### src/power_cap_opp_selector_top_macros.svh
// Assertion macros for the power-cap operating-point selector.
// Expects clk_i and rst_ni in the scope where a macro is used.
`ifndef POWER_CAP_OPP_SELECTOR_TOP_MACROS_SVH
`define POWER_CAP_OPP_SELECTOR_TOP_MACROS_SVH

// check consequent in the same cycle
`define PCOS_ASSERT_SAME(lbl, ante, cons) \
  lbl: assert property (@(posedge clk_i) disable iff (!rst_ni) (ante) |-> (cons)) \
    else $error("pcos assertion failed");

// check consequent in the cycle after the antecedent
`define PCOS_ASSERT_NEXT(lbl, ante, cons) \
  lbl: assert property (@(posedge clk_i) disable iff (!rst_ni) (ante) |=> (cons)) \
    else $error("pcos assertion failed");

`endif

### src/pcos_pkg.sv
// Shared types and constants of the power-cap operating-point selector.
// No dependencies.
`default_nettype none

package pcos_pkg;

  localparam int unsigned QueueDepth = 2;
  localparam int unsigned QPtrW      = $clog2(QueueDepth);
  localparam int unsigned QCntW      = $clog2(QueueDepth + 1);

  localparam int unsigned DivSteps = 16;
  localparam int unsigned DivCntW  = $clog2(DivSteps);

  localparam int unsigned CfgIdxW  = 1;
  localparam int unsigned CfgDataW = 16;
  localparam logic [CfgIdxW-1:0] CfgOppCount    = 1'b0;
  localparam logic [CfgIdxW-1:0] CfgUtilInitial = 1'b1;

  localparam logic [4:0]  OppCountReset = 5'd16;
  localparam logic [15:0] UtilReset     = 16'd100;
  localparam logic [15:0] UtilMax       = 16'hFFFF;
  localparam logic [15:0] UtilMin       = 16'd1;

  localparam logic [2:0] ModeLoad  = 3'd0;
  localparam logic [2:0] ModeArm   = 3'd1;
  localparam logic [2:0] ModeLimit = 3'd2;
  localparam logic [2:0] ModeMeas  = 3'd3;
  localparam logic [2:0] ModeQuery = 3'd4;

  typedef logic [3:0] idx4_t;

  typedef struct packed {
    logic [2:0]  mode;
    idx4_t       entry_index;
    logic [31:0] entry_freq_khz;
    logic [31:0] entry_power_uw;
    logic [39:0] power_limit_uw;
    logic [31:0] measured_power_uw;
    logic [33:0] current_freq_hz;
  } in_t;

  typedef struct packed {
    logic        status;
    idx4_t       target_index;
    logic [31:0] target_freq_khz;
    logic        freq_changed;
    logic [15:0] util_percent;
    logic [31:0] query_uw;
  } out_t;

  typedef struct packed {
    logic [31:0] freq;
    logic [31:0] power;
  } entry_t;

  typedef enum logic [2:0] {
    OpNone,
    OpLoad,
    OpArm,
    OpLimit,
    OpMeas,
    OpQuery
  } op_e;

  typedef struct packed {
    op_e         op;
    idx4_t       entry_index;
    entry_t      entry;
    logic [39:0] limit;
    logic [31:0] measured;
    logic [33:0] hz;
  } cmd_t;

  typedef struct packed {
    logic        done;
    logic        sat;
    logic [15:0] quot;
  } div_res_t;

  typedef struct packed {
    logic idle;
    logic res_push;
  } back_stat_t;

endpackage

`default_nettype wire

### src/pcos_fifo.sv
// Two-entry queue of a packed payload type.
// Depends on pcos_pkg for the queue depth.
`default_nettype none

module pcos_fifo import pcos_pkg::*; #(
  parameter type T = logic
) (
  input  logic clk_i,
  input  logic rst_ni,
  input  logic push_i,
  output logic full_o,
  input  T     data_i,
  input  logic pop_i,
  output logic empty_o,
  output T     data_o
);

  T                 store_q [QueueDepth];
  logic [QPtrW-1:0] wr_q;
  logic [QPtrW-1:0] rd_q;
  logic [QCntW-1:0] cnt_q;
  logic             do_push;
  logic             do_pop;

  assign full_o  = (cnt_q == QCntW'(QueueDepth));
  assign empty_o = (cnt_q == '0);
  assign do_push = push_i && !full_o;
  assign do_pop  = pop_i && !empty_o;
  assign data_o  = store_q[rd_q];

  always_ff @(posedge clk_i) begin
    if (do_push) begin
      store_q[wr_q] <= data_i;
    end
  end

  always_ff @(posedge clk_i or negedge rst_ni) begin
    if (!rst_ni) begin
      wr_q  <= '0;
      rd_q  <= '0;
      cnt_q <= '0;
    end else begin
      if (do_push) begin
        wr_q <= wr_q + QPtrW'(1);
      end
      if (do_pop) begin
        rd_q <= rd_q + QPtrW'(1);
      end
      if (do_push && !do_pop) begin
        cnt_q <= cnt_q + QCntW'(1);
      end else if (do_pop && !do_push) begin
        cnt_q <= cnt_q - QCntW'(1);
      end
    end
  end

endmodule

`default_nettype wire

### src/pcos_front.sv
// Front end: accepts input items, decodes the mode and queues commands.
// Depends on pcos_pkg and pcos_fifo.
`default_nettype none

module pcos_front import pcos_pkg::*; #(
  parameter int unsigned MAX_POINTS = 16
) (
  input  logic clk_i,
  input  logic rst_ni,
  input  logic push_i,
  output logic full_o,
  input  in_t  in_i,
  output logic cmd_valid_o,
  input  logic cmd_pop_i,
  output cmd_t cmd_o
);

  cmd_t cmd;
  logic cmd_empty;

  always_comb begin
    cmd.entry_index = in_i.entry_index;
    cmd.entry.freq  = in_i.entry_freq_khz;
    cmd.entry.power = in_i.entry_power_uw;
    cmd.limit       = in_i.power_limit_uw;
    cmd.measured    = in_i.measured_power_uw;
    cmd.hz          = in_i.current_freq_hz;
    unique case (in_i.mode)
      ModeLoad:  cmd.op = (32'(in_i.entry_index) < MAX_POINTS) ? OpLoad : OpNone;
      ModeArm:   cmd.op = OpArm;
      ModeLimit: cmd.op = OpLimit;
      ModeMeas:  cmd.op = OpMeas;
      ModeQuery: cmd.op = OpQuery;
      default:   cmd.op = OpNone;
    endcase
  end

  pcos_fifo #(.T(cmd_t)) u_cmd_q (
    .clk_i   (clk_i),
    .rst_ni  (rst_ni),
    .push_i  (push_i),
    .full_o  (full_o),
    .data_i  (cmd),
    .pop_i   (cmd_pop_i),
    .empty_o (cmd_empty),
    .data_o  (cmd_o)
  );

  assign cmd_valid_o = !cmd_empty;

endmodule

`default_nettype wire

### src/pcos_div.sv
// Restoring divider with a 16-bit saturating quotient, one bit per cycle.
// Depends on pcos_pkg.
`default_nettype none

module pcos_div import pcos_pkg::*; (
  input  logic        clk_i,
  input  logic        rst_ni,
  input  logic        start_i,
  input  logic [38:0] num_i,
  input  logic [31:0] den_i,
  output div_res_t    res_o
);

  logic               busy_q;
  logic               done_q;
  logic               sat_q;
  logic [DivCntW-1:0] cnt_q;
  logic [31:0]        rem_q;
  logic [31:0]        den_q;
  logic [15:0]        low_q;
  logic [15:0]        quot_q;
  logic               sat_now;
  logic [32:0]        trial;
  logic [32:0]        diff;
  logic               fits;

  assign sat_now = {9'b0, num_i} >= {den_i, 16'b0};
  assign trial   = {rem_q, low_q[15]};
  assign fits    = trial >= {1'b0, den_q};
  assign diff    = trial - {1'b0, den_q};

  assign res_o.done = done_q;
  assign res_o.sat  = sat_q;
  assign res_o.quot = quot_q;

  always_ff @(posedge clk_i or negedge rst_ni) begin
    if (!rst_ni) begin
      busy_q <= 1'b0;
      done_q <= 1'b0;
      sat_q  <= 1'b0;
      cnt_q  <= '0;
    end else begin
      done_q <= 1'b0;
      if (start_i) begin
        busy_q <= !sat_now;
        done_q <= sat_now;
        sat_q  <= sat_now;
        cnt_q  <= '0;
      end else if (busy_q) begin
        cnt_q <= cnt_q + DivCntW'(1);
        if (cnt_q == DivCntW'(DivSteps - 1)) begin
          busy_q <= 1'b0;
          done_q <= 1'b1;
        end
      end
    end
  end

  always_ff @(posedge clk_i) begin
    if (start_i) begin
      rem_q <= {9'b0, num_i[38:16]};
      low_q <= num_i[15:0];
      den_q <= den_i;
    end else if (busy_q) begin
      rem_q  <= fits ? diff[31:0] : trial[31:0];
      low_q  <= {low_q[14:0], 1'b0};
      quot_q <= {quot_q[14:0], fits};
    end
  end

endmodule

`default_nettype wire

### src/pcos_back.sv
// Back end: sequencer over the operating-point table, divider and result queue.
// Depends on pcos_pkg, pcos_div and pcos_fifo.
`default_nettype none

module pcos_back import pcos_pkg::*; #(
  parameter int unsigned MAX_POINTS = 16
) (
  input  logic        clk_i,
  input  logic        rst_ni,
  input  logic        cmd_valid_i,
  output logic        cmd_pop_o,
  input  cmd_t        cmd_i,
  input  logic [4:0]  opp_count_i,
  input  logic [15:0] util_initial_i,
  output logic        res_empty_o,
  input  logic        res_pop_i,
  output out_t        res_o,
  output back_stat_t  stat_o
);

  localparam int unsigned IW = $clog2(MAX_POINTS);
  localparam int unsigned CW = $clog2(MAX_POINTS + 1);

  typedef enum logic [10:0] {
    StIdle    = 11'b000_0000_0001,
    StExec    = 11'b000_0000_0010,
    StArmRd   = 11'b000_0000_0100,
    StLimTop  = 11'b000_0000_1000,
    StLimMul  = 11'b000_0001_0000,
    StLimCmp  = 11'b000_0010_0000,
    StMeasRd  = 11'b000_0100_0000,
    StMeasDiv = 11'b000_1000_0000,
    StQCmp    = 11'b001_0000_0000,
    StFinRd   = 11'b010_0000_0000,
    StFin     = 11'b100_0000_0000
  } state_e;

  state_e      state_q, state_d;
  cmd_t        cmd_q;
  logic [IW-1:0] chosen_q, chosen_d;
  logic [15:0] util_q, util_d;
  logic [31:0] lm_q, lm_d;
  logic        armed_q, armed_d;
  logic [39:0] limit_q, limit_d;
  logic [CW-1:0] idx_q, idx_d;
  logic [47:0] scaled_q, scaled_d;
  logic [47:0] prod_q, prod_d;
  logic        status_q, status_d;
  logic        changed_q, changed_d;
  logic [31:0] power_q, power_d;

  entry_t      mem_q [MAX_POINTS];
  entry_t      rd_q;
  logic [IW-1:0] rd_addr;
  logic        mem_we;

  logic [CW-1:0] n_cnt;
  logic [CW-1:0] idx_inc;
  logic [IW-1:0] top_idx;
  logic [IW-1:0] brk_idx;
  logic [47:0] limit_ext;
  logic [38:0] meas_ext;
  logic [38:0] div_num;
  logic [41:0] freq_ext;
  logic [41:0] freq_hz;
  logic        div_start;
  div_res_t    div_res;
  logic        res_push;
  logic        res_full;
  out_t        res_data;

  always_comb begin
    if (opp_count_i == 5'd0) begin
      n_cnt = CW'(1);
    end else if (32'(opp_count_i) > MAX_POINTS) begin
      n_cnt = CW'(MAX_POINTS);
    end else begin
      n_cnt = CW'(opp_count_i);
    end
  end

  assign top_idx   = IW'(n_cnt - CW'(1));
  assign idx_inc   = idx_q + CW'(1);
  assign brk_idx   = IW'(idx_q - CW'(1));
  assign limit_ext = {8'b0, cmd_q.limit};
  assign meas_ext  = {7'b0, lm_q};
  assign div_num   = (meas_ext << 6) + (meas_ext << 5) + (meas_ext << 2);
  assign freq_ext  = {10'b0, rd_q.freq};
  assign freq_hz   = (freq_ext << 10) - (freq_ext << 4) - (freq_ext << 3);

  always_comb begin
    state_d   = state_q;
    chosen_d  = chosen_q;
    util_d    = util_q;
    lm_d      = lm_q;
    armed_d   = armed_q;
    limit_d   = limit_q;
    idx_d     = idx_q;
    scaled_d  = scaled_q;
    prod_d    = prod_q;
    status_d  = status_q;
    changed_d = changed_q;
    power_d   = power_q;
    rd_addr   = chosen_q;
    mem_we    = 1'b0;
    cmd_pop_o = 1'b0;
    div_start = 1'b0;
    res_push  = 1'b0;
    unique case (state_q)
      StIdle: begin
        if (cmd_valid_i && !res_full) begin
          cmd_pop_o = 1'b1;
          status_d  = 1'b0;
          changed_d = 1'b0;
          power_d   = '0;
          state_d   = StExec;
        end
      end
      StExec: begin
        state_d = StFinRd;
        unique case (cmd_q.op)
          OpLoad: begin
            mem_we = 1'b1;
          end
          OpArm: begin
            rd_addr = top_idx;
            state_d = StArmRd;
          end
          OpLimit: begin
            if (!armed_q) begin
              status_d = 1'b1;
            end else begin
              limit_d  = cmd_q.limit;
              scaled_d = (limit_ext << 6) + (limit_ext << 5) + (limit_ext << 2) + 48'd99;
              rd_addr  = top_idx;
              state_d  = StLimTop;
            end
          end
          OpMeas: begin
            lm_d = cmd_q.measured;
            if (!armed_q) begin
              status_d = 1'b1;
            end else if (cmd_q.measured == '0) begin
              util_d = util_initial_i;
            end else begin
              state_d = StMeasRd;
            end
          end
          OpQuery: begin
            status_d = !armed_q;
            if (lm_q != '0) begin
              power_d = lm_q;
            end else if (armed_q) begin
              idx_d   = '0;
              rd_addr = '0;
              state_d = StQCmp;
            end
          end
          default: ;
        endcase
      end
      StArmRd: begin
        armed_d  = 1'b1;
        limit_d  = {8'b0, rd_q.power};
        chosen_d = top_idx;
        util_d   = UtilReset;
        state_d  = StFinRd;
      end
      StLimTop: begin
        if (limit_q >= {8'b0, rd_q.power}) begin
          chosen_d  = top_idx;
          changed_d = (top_idx != chosen_q);
          state_d   = StFinRd;
        end else if (n_cnt == CW'(1)) begin
          chosen_d  = '0;
          changed_d = (chosen_q != '0);
          state_d   = StFinRd;
        end else begin
          idx_d   = CW'(1);
          rd_addr = IW'(1);
          state_d = StLimMul;
        end
      end
      StLimMul: begin
        prod_d  = {16'b0, rd_q.power} * {32'b0, util_q};
        state_d = StLimCmp;
      end
      StLimCmp: begin
        if (prod_q > scaled_q) begin
          chosen_d  = brk_idx;
          changed_d = (brk_idx != chosen_q);
          state_d   = StFinRd;
        end else if (idx_inc == n_cnt) begin
          chosen_d  = top_idx;
          changed_d = (top_idx != chosen_q);
          state_d   = StFinRd;
        end else begin
          idx_d   = idx_inc;
          rd_addr = IW'(idx_inc);
          state_d = StLimMul;
        end
      end
      StMeasRd: begin
        if (rd_q.power == '0) begin
          util_d  = UtilMax;
          state_d = StFinRd;
        end else begin
          div_start = 1'b1;
          state_d   = StMeasDiv;
        end
      end
      StMeasDiv: begin
        if (div_res.done) begin
          if (div_res.sat) begin
            util_d = UtilMax;
          end else if (div_res.quot == '0) begin
            util_d = UtilMin;
          end else begin
            util_d = div_res.quot;
          end
          state_d = StFinRd;
        end
      end
      StQCmp: begin
        if (freq_hz >= {8'b0, cmd_q.hz}) begin
          power_d = rd_q.power;
          state_d = StFinRd;
        end else if (idx_inc == n_cnt) begin
          power_d = '0;
          state_d = StFinRd;
        end else begin
          idx_d   = idx_inc;
          rd_addr = IW'(idx_inc);
        end
      end
      StFinRd: begin
        state_d = StFin;
      end
      StFin: begin
        res_push = 1'b1;
        state_d  = StIdle;
      end
      default: begin
        state_d = StIdle;
      end
    endcase
  end

  always_ff @(posedge clk_i or negedge rst_ni) begin
    if (!rst_ni) begin
      state_q  <= StIdle;
      chosen_q <= '0;
      util_q   <= UtilReset;
      lm_q     <= '0;
      armed_q  <= 1'b0;
      limit_q  <= '0;
      idx_q    <= '0;
    end else begin
      state_q  <= state_d;
      chosen_q <= chosen_d;
      util_q   <= util_d;
      lm_q     <= lm_d;
      armed_q  <= armed_d;
      limit_q  <= limit_d;
      idx_q    <= idx_d;
    end
  end

  always_ff @(posedge clk_i) begin
    if (cmd_pop_o) begin
      cmd_q <= cmd_i;
    end
    scaled_q  <= scaled_d;
    prod_q    <= prod_d;
    status_q  <= status_d;
    changed_q <= changed_d;
    power_q   <= power_d;
  end

  always_ff @(posedge clk_i) begin
    if (mem_we) begin
      mem_q[IW'(cmd_q.entry_index)] <= cmd_q.entry;
    end
    rd_q <= mem_q[rd_addr];
  end

  pcos_div u_div (
    .clk_i   (clk_i),
    .rst_ni  (rst_ni),
    .start_i (div_start),
    .num_i   (div_num),
    .den_i   (rd_q.power),
    .res_o   (div_res)
  );

  always_comb begin
    res_data.status          = status_q;
    res_data.target_index    = idx4_t'(chosen_q);
    res_data.target_freq_khz = rd_q.freq;
    res_data.freq_changed    = changed_q;
    res_data.util_percent    = util_q;
    res_data.query_uw        = power_q;
  end

  pcos_fifo #(.T(out_t)) u_res_q (
    .clk_i   (clk_i),
    .rst_ni  (rst_ni),
    .push_i  (res_push),
    .full_o  (res_full),
    .data_i  (res_data),
    .pop_i   (res_pop_i),
    .empty_o (res_empty_o),
    .data_o  (res_o)
  );

  assign stat_o.idle     = (state_q == StIdle);
  assign stat_o.res_push = res_push;

endmodule

`default_nettype wire

### src/power_cap_opp_selector_top.sv
// Top level of the power-cap operating-point selector: configuration registers,
// front end and back end. Depends on pcos_pkg, pcos_front, pcos_back and the macro header.
//
// Items enter through a two-entry command queue and results leave through a
// two-entry result queue; the back end runs one item at a time. From the head
// of the command queue the back end handles a load, an unused mode and items
// refused because the table is not armed without a table scan; arm reads the
// top table point; a set limit scans table points (one table read and one 32x16
// multiply per point); a query scans points (one point a cycle); and a measured
// power needs no table read when the measurement is zero, is settled after a
// table read when the chosen point's power is zero or the quotient saturates,
// and otherwise is set by the 16-step quotient divider. The table is a memory
// with one write port and a registered read port, which sets the per-point scan
// cost.
`default_nettype none
`include "power_cap_opp_selector_top_macros.svh"

module power_cap_opp_selector_top import pcos_pkg::*; #(
  parameter int unsigned MAX_POINTS = 16
) (
  input  logic                clk_i,
  input  logic                rst_ni,
  input  logic                push,
  output logic                full,
  input  in_t                 in_data_i,
  output logic                empty,
  input  logic                pop,
  output out_t                out_data_o,
  input  logic                cfg_we_i,
  input  logic [CfgIdxW-1:0]  cfg_idx_i,
  input  logic [CfgDataW-1:0] cfg_wdata_i
);

  logic [4:0]  opp_count_q;
  logic [15:0] util_init_q;
  logic        cmd_valid;
  logic        cmd_pop;
  cmd_t        cmd;
  back_stat_t  back_stat;

  always_ff @(posedge clk_i or negedge rst_ni) begin
    if (!rst_ni) begin
      opp_count_q <= OppCountReset;
      util_init_q <= UtilReset;
    end else if (cfg_we_i) begin
      unique case (cfg_idx_i)
        CfgOppCount:    opp_count_q <= cfg_wdata_i[4:0];
        CfgUtilInitial: util_init_q <= cfg_wdata_i;
        default: ;
      endcase
    end
  end

  pcos_front #(.MAX_POINTS(MAX_POINTS)) u_front (
    .clk_i       (clk_i),
    .rst_ni      (rst_ni),
    .push_i      (push),
    .full_o      (full),
    .in_i        (in_data_i),
    .cmd_valid_o (cmd_valid),
    .cmd_pop_i   (cmd_pop),
    .cmd_o       (cmd)
  );

  pcos_back #(.MAX_POINTS(MAX_POINTS)) u_back (
    .clk_i          (clk_i),
    .rst_ni         (rst_ni),
    .cmd_valid_i    (cmd_valid),
    .cmd_pop_o      (cmd_pop),
    .cmd_i          (cmd),
    .opp_count_i    (opp_count_q),
    .util_initial_i (util_init_q),
    .res_empty_o    (empty),
    .res_pop_i      (pop),
    .res_o          (out_data_o),
    .stat_o         (back_stat)
  );

  `PCOS_ASSERT_SAME(a_cmd_pop_valid, cmd_pop, cmd_valid)
  `PCOS_ASSERT_NEXT(a_push_queues, push && !full, cmd_valid)
  `PCOS_ASSERT_NEXT(a_pop_starts, cmd_pop, !back_stat.idle)
  `PCOS_ASSERT_NEXT(a_result_shown, back_stat.res_push, !empty)

endmodule

`default_nettype wire
### config.mk
export PLATFORM = sky130hd
export DESIGN_NAME = power_cap_opp_selector_top
export DESIGN_NICKNAME = d
export VERILOG_FILES = /design/src/pcos_pkg.sv /design/src/pcos_fifo.sv /design/src/pcos_front.sv /design/src/pcos_div.sv /design/src/pcos_back.sv /design/src/power_cap_opp_selector_top.sv
export VERILOG_INCLUDE_DIRS = /design/src /design/src/src
export SDC_FILE = /design/constraint.sdc
export NUM_CORES = 2
export LEC_CHECK = 0
export BUFFER_PORTS_ARGS = -buffer_cell sky130_fd_sc_hd__buf_2
export CAP_MARGIN = 20
export CORE_ASPECT_RATIO = 1.4
export CORE_UTILIZATION = 35
export CTS_BUF_LIST = sky130_fd_sc_hd__clkbuf_8 sky130_fd_sc_hd__clkbuf_16
export DETAILED_ROUTE_END_ITERATION = 6
export GPL_ROUTABILITY_DRIVEN = 0
export GPL_TIMING_DRIVEN = 0
export SLEW_MARGIN = 20
export SYNTH_ARGS = -nofsm -noshare
export SYNTH_HDL_FRONTEND = slang
export SYNTH_SLANG_ARGS = --single-unit
### constraint.sdc
create_clock -name clk_i -period 27.4 [get_ports clk_i]
set_input_delay 1.37 -clock clk_i [delete_from_list [all_inputs] [get_ports clk_i]]
set_output_delay 1.37 -clock clk_i [all_outputs]
set_load 0.005 [all_outputs]
Yosys cells after proc, flatten, opt, wreduce, memory -nomap -nowiden:

Memory sizes are Yosys's and may differ from the RTL's. A register that Yosys moved wholly into a read port is not among the register bits.
Cells that the tools add are included.
W data, S select, Z words.

* add/sub/neg operators: 20
* multiply operators: 1
* order comparisons: 6
* equal/unequal tests: 46
* mux-type cells: 99
* bitwise gates (word level): 2
* reductions and logical operators: 52

Operator list (number)
* $mux W32: 6
* $mux W16: 9
* $pmux W11 S10: 1
* $pmux W32 S3: 1
* $mux W11: 8
* $mux W40: 2
* $pmux W40 S2: 1
* $logic_not A32 Y1: 2
* $pmux W16 S4: 1
* $mux W10: 6
* $mux W4: 14
* $mux W5: 10
* $add A48 B42 Y48: 1
* $add A48 B7 Y48 const B: 1
* $ge A39 B48 Y1: 1
* $gt A48 B48 Y1: 1
* $mul A32 B16 Y48: 1
* $add A46 B45 Y47: 1
* $mux W23: 2
* $pmux W11 S4: 1
* $ge A42 B34 Y1: 1
* $sub A42 B35 Y42: 1
* $sub A42 B36 Y42: 1
* $ge A40 B32 Y1: 1
* other kinds (61): 152

* register bits: 371
* RAM bits: 1550
* input bits: 199
* output and inout bits: 88
* word-level logic and storage cells: 258
* memories kept: 3

Memory list
* u_back.mem_q: words 16, width 64, rd ports 1, clocked after memory_dff 1, write ports 1, RTL line pcos_back.sv:52 `entry_t mem_q [MAX_POINTS];`
* u_front.u_cmd_q.store_q: words 2, width 177, rd ports 1, clocked after memory_dff 1, write ports 1, RTL line pcos_fifo.sv:18 `T store_q [QueueDepth];`
* u_back.u_res_q.store_q: words 2, width 86, rd ports 1, clocked after memory_dff 0, write ports 1, RTL line pcos_fifo.sv:18

Depth between registers and ports, before layout:

* word-level depth: 9
* gate-level depth with buffers: 29
* mapped depth without buffers: 28

Hierarchy:

Synthesis repeated with hierarchy kept, for this count alone.

* cell total of the unflattened synthesis: 7979
* area, all modules: 111030.2 sq um

By module, submodules not included
* pcos_back: instances 1, cells an instance 6437, area each 83617.7 sq um, seq. area each 43922.1 sq um
* pcos_fifo (u_front.u_cmd_q): instances 1, cells an instance 570, area each 13392.8 sq um, seq. area each 10730.3 sq um
* pcos_div: instances 1, cells an instance 633, area each 6662.6 sq um, seq. area each 2967.8 sq um
* pcos_fifo (u_back.u_res_q): instances 1, cells an instance 287, area each 6523.8 sq um, seq. area each 5265.0 sq um
* power_cap_opp_selector_top: instances 1, cells an instance 45, area each 795.8 sq um, seq. area each 530.5 sq um
* pcos_front: instances 1, cells an instance 7, area each 37.5 sq um, seq. area each 0.0 sq um

Worst setup path before layout:

OpenSTA, ideal clock, no wires.

* path kind: input -> register
* from: input port push
* to: memory u_front.u_cmd_q.store_q[0][0] (netlist bit) (enable)
* library setup time: 0.716 ns
* arrival: 8.801 ns
* data required time: 26.684 ns
* setup slack: 17.883 ns
* cell stages on the path: 2
* path buffers: 0
* path through: nand2_1 -> nor2_1

* word-level cells in the longest chain between the ends: 3

RTL lines
* start, declared: RTL line power_cap_opp_selector_top.sv:23 `input logic push,`
* $logic_and A1 B1 Y1: RTL line pcos_fifo.sv:27 `assign do_push = push_i && !full_o;`
* $mux W1: RTL line pcos_fifo.sv:32 `if (do_push) begin`
* $mux W1 (implied by the code): RTL line pcos_fifo.sv:33 `store_q[wr_q] <= data_i;`
* end, declared: RTL line pcos_fifo.sv:18

No other way between the ends.

Worst setup path in the final report:

* from: register, netlist name u_back.rd_q[8]
* to: register u_back.prod_q[45], data pin

* word-level cells in the longest chain between the ends: 1

RTL lines
* $mul A32 B16 Y48: RTL line pcos_back.sv:185 `prod_d = {16'b0, rd_q.power} * {32'b0, util_q};`
* end signal, assigned: RTL line pcos_back.sv:274 `prod_q <= prod_d;`
* end, declared: RTL line pcos_back.sv:47 `logic [47:0] prod_q, prod_d;`

No other way between the ends.
A chain may end at the register's enable or synchronous reset.

==> impl_metrics.csv <==
group,metric,value,unit
drt,vias_per_cell,5.24,
placement,dp_hpwl,239000,um
die,die_h,662,um
grt,grt_start_max_net_pins,81,
critical_path,crit_path_start_kind,"flip-flop",
final_layout,drive_above_1_share,13.8,%
placement,portBuffers,286,
critical_path,worstPathMaxFanout,10,
timing,setup_tns,0,ns
final_layout,fillerInstances,28700,
timing,finClkSkew,0.137,ns
clock_tree,cts_max_level,4,
drt,drt-total-wl,318000,um
die,die_area,314000,sq um
clock_tree,cts_setup_buffers,0,
yosys,synth_area,109000,sq um
die,core-area,310000,sq um
final_layout,nNetsFinal,9822,
grt,antenna_found_initial,57,
critical_path,worstRegToRegCells,25,
yosys,yosysWarnings,0,
critical_path,cp.arrival,10.58,ns
timing,final-setup-viol-count,0,
critical_path,crit_type,"reg2reg",
clock_tree,clock-root-buffer,"clkbuf_16",
drt,drt_iter0_markers,5786,
final_layout,areaGrowthSynthToFinish,14.9,%
grt,grt_use_total,19.9,%
timing,fmax,100,MHz
yosys,synth_area_per_cell,13.6,sq um
grt,grt_first_pass_wirelength,461000,um
yosys,synth_edf_count,1940,
critical_path,reg2reg_from,"u_back.rd_q[8]",
clock_tree,cts_resized,0,
final_layout,multiInputGateArea,41900,sq um
clock_tree,clock_sinks,2158,
clock_tree,clock_path_buffers,4,
yosys,syn_nets,9180,
die,ios,287,
die,initial_utilization,35.2,%
critical_path,cp-end-kind,"flip-flop",
critical_path,slowest_delay,0.94,ns
yosys,synth-seq-cells,2158,
yosys,synth_ff_type,"edfxtp_1",
timing,rsz0062_at_grt,"no",
drt,drc,0,
die,num_rows,242,
critical_path,cpMaxStageDelayCell,"clkbuf_1",
yosys,synth_cell_types,93,
timing,tightest_slew,1.26,ns
yosys,ys_seq_area_share,58.1,%
timing,relSlewSlack,16.3,%
grt,overflow,0,
status,status,"finished clean",
yosys,syn_inst,8004,
clock_tree,cts_buffers,222,
final_layout,regArea,63400,sq um
clock_tree,hold_buffers,0,
final_layout,final_common_cell,"edfxtp_1",
drt,wl_per_cell,24.4,um
min_path,worstHoldPathType,"in2async",
clock_tree,cts_tree,"built",
final_layout,final_cell_mix,"1,940 x edfxtp_1, 724 x inv_1, 671 x nand2_1, 557 x mux2i_1, 502 x ha_1",
timing,slew_viol_final,0,
drt,vias,68200,
critical_path,ff2ff_setup_slack,17.41,ns
grt,grt_pass1_vias,71200,
critical_path,cp_common_cell,"fa_1",
die,die_w,474,um
critical_path,critPathRequiredTime,27.99,ns
clock_tree,path_clk_slew,0.06,ns
timing,final_hold_viol_count,0,
timing,fin_crit,9.99,ns
drt,ant_nets,0,
drt,dr.pass1.iters,6,
flow_run,maxCapViolations,0,
clock_tree,clock_latency,0.94,ns
critical_path,rr_endpoint,"u_back.prod_q[45]",
timing,fin_crit_sh,36.5,%
yosys,synthArstFlopShare,6.72,%
layout make-up:
class | instances | share of cell area (%)
Clock buffer | 242 | 4.70
Clock inverter | 158 | 1.03
Buffer | 317 | 1.12
Inverter | 690 | 2.07
Tap cell | 4148 | 4.14
Timing Repair Buffer | 418 | 2.90
Sequential cell | 2158 | 50.6
Antenna cell | 37 | 0.0739
Multi-Input combinational cell | 4839 | 33.4
critical path, delay by kind of cell, from the launching register on:
kind	cells	cell delay, ns
AND/OR/NAND/NOR	1	0.15
adder cells (fa/ha/maj)	7	3.44
AO/OA/AOI/OAI	11	3.83
buffers and inverters	5	1.71
XOR/XNOR	1	0.17
flip-flops	1	0.40
cells by family after synthesis:
kind of cell	Yosys count	share of synthesized area (%)
buffers and inverters	1007	3.65
multiplexers	846	8.10
flip-flops	2158	58.1
AO/OA/AOI/OAI	1192	6.80
XOR/XNOR	227	1.82
AND/OR/NAND/NOR	1597	7.05
adder cells (fa/ha/maj)	977	14.5
synthesized netlist by cell type, drive strengths merged (10+ instances only):
cell / instances / area share, %
o21a: 51 / 0.35
ha: 502 / 5.8
inv: 688 / 2.4
clkbuf: 207 / 0.71
nand3: 69 / 0.34
a211oi: 38 / 0.27
edfxtp: 1940 / 53
a21o: 107 / 0.74
mux2: 289 / 3.0
and2: 153 / 0.88
xor2: 92 / 0.74
dfrtp: 137 / 3.1
nand4b: 10 / 0.080
o31ai: 14 / 0.096
nand2b: 32 / 0.18
or4: 75 / 0.52
nor3: 63 / 0.30
nor3b: 10 / 0.073
a21oi: 295 / 1.4
buf: 110 / 0.57
o21ai: 248 / 1.1
nand4: 60 / 0.34
a31oi: 17 / 0.098
or2: 14 / 0.080
mux2i: 557 / 5.1
nor4: 38 / 0.22
o21bai: 23 / 0.16
xnor2: 135 / 1.1
or3: 22 / 0.13
dfxtp: 73 / 1.3
fa: 475 / 8.7
a21boi: 14 / 0.096
and3: 18 / 0.10
o22ai: 269 / 1.5
nor2b: 38 / 0.22
nor2: 293 / 1.0
nand2: 672 / 2.3
o211ai: 18 / 0.12
registers in the layout (all words and copies together) (netlist names), 11 cells and up:
| register | cells |
|---|---|
| u_back.cmd_q | 177 |
| u_back.freq_ext | 32 |
| u_back.limit_q | 40 |
| u_back.lm_q | 32 |
| u_back.mem_q | 1024 |
| u_back.power_q | 32 |
| u_back.prod_q | 48 |
| u_back.rd_q | 32 |
| u_back.scaled_q | 46 |
| u_back.state_q | 11 |
| u_back.u_div.den_q | 32 |
| u_back.u_div.low_q | 14 |
| u_back.u_div.quot_q | 16 |
| u_back.u_div.rem_q | 32 |
| u_back.u_res_q.store_q | 172 |
| u_back.util_q | 16 |
| u_front.u_cmd_q.store_q | 354 |
| util_init_q | 16 |
stage by stage:
step	hold slack [ns]	setup slack [ns]	cells	utilization (%)	cell area, sq um
6_report	0.431	17.41	13000	40.4	125000
5_1_grt	0.456	17.22	13000	40.4	125000
4_1_cts	0.449	17.58	13000	40.4	125000
3_5_place_dp	0.435	17.61	12600	38.1	118000
3_3_place_gp	0.429	10.72	12400	37.3	116000
2_1_floorplan	0.421	17.88	8004	-	109000
routing by layer:
layer / global-route usage [%] / vias to the layer above / wire length, um
li1: - / 30400 / -
met1: 23.2 / 34500 / 119000
met2: 34.8 / 2555 / 159000
met3: 3.18 / 791 / 20400
met4: 10.7 / 16 / 19000
met5: 0 / - / 107
worst max-delay path by stage:
| stage | startpoint | end | slack [ns] |
|---|---|---|---|
| floorplan | push | u_front.u_cmd_q.store_q[0][0] | 17.88 |
| global placement | push | u_front.u_cmd_q.store_q[0][161] | 10.72 |
| detailed placement | u_back.rd_q[6] | u_back.prod_q[45] | 17.61 |
| CTS | u_back.rd_q[6] | u_back.prod_q[45] | 17.58 |
| global route | u_back.rd_q[1] | u_back.prod_q[45] | 17.22 |
| finish | u_back.rd_q[8] | u_back.prod_q[45] | 17.41 |
Power is not shown: default switching activity piles up to over one toggle a cycle in this logic, so the estimate is an artifact.
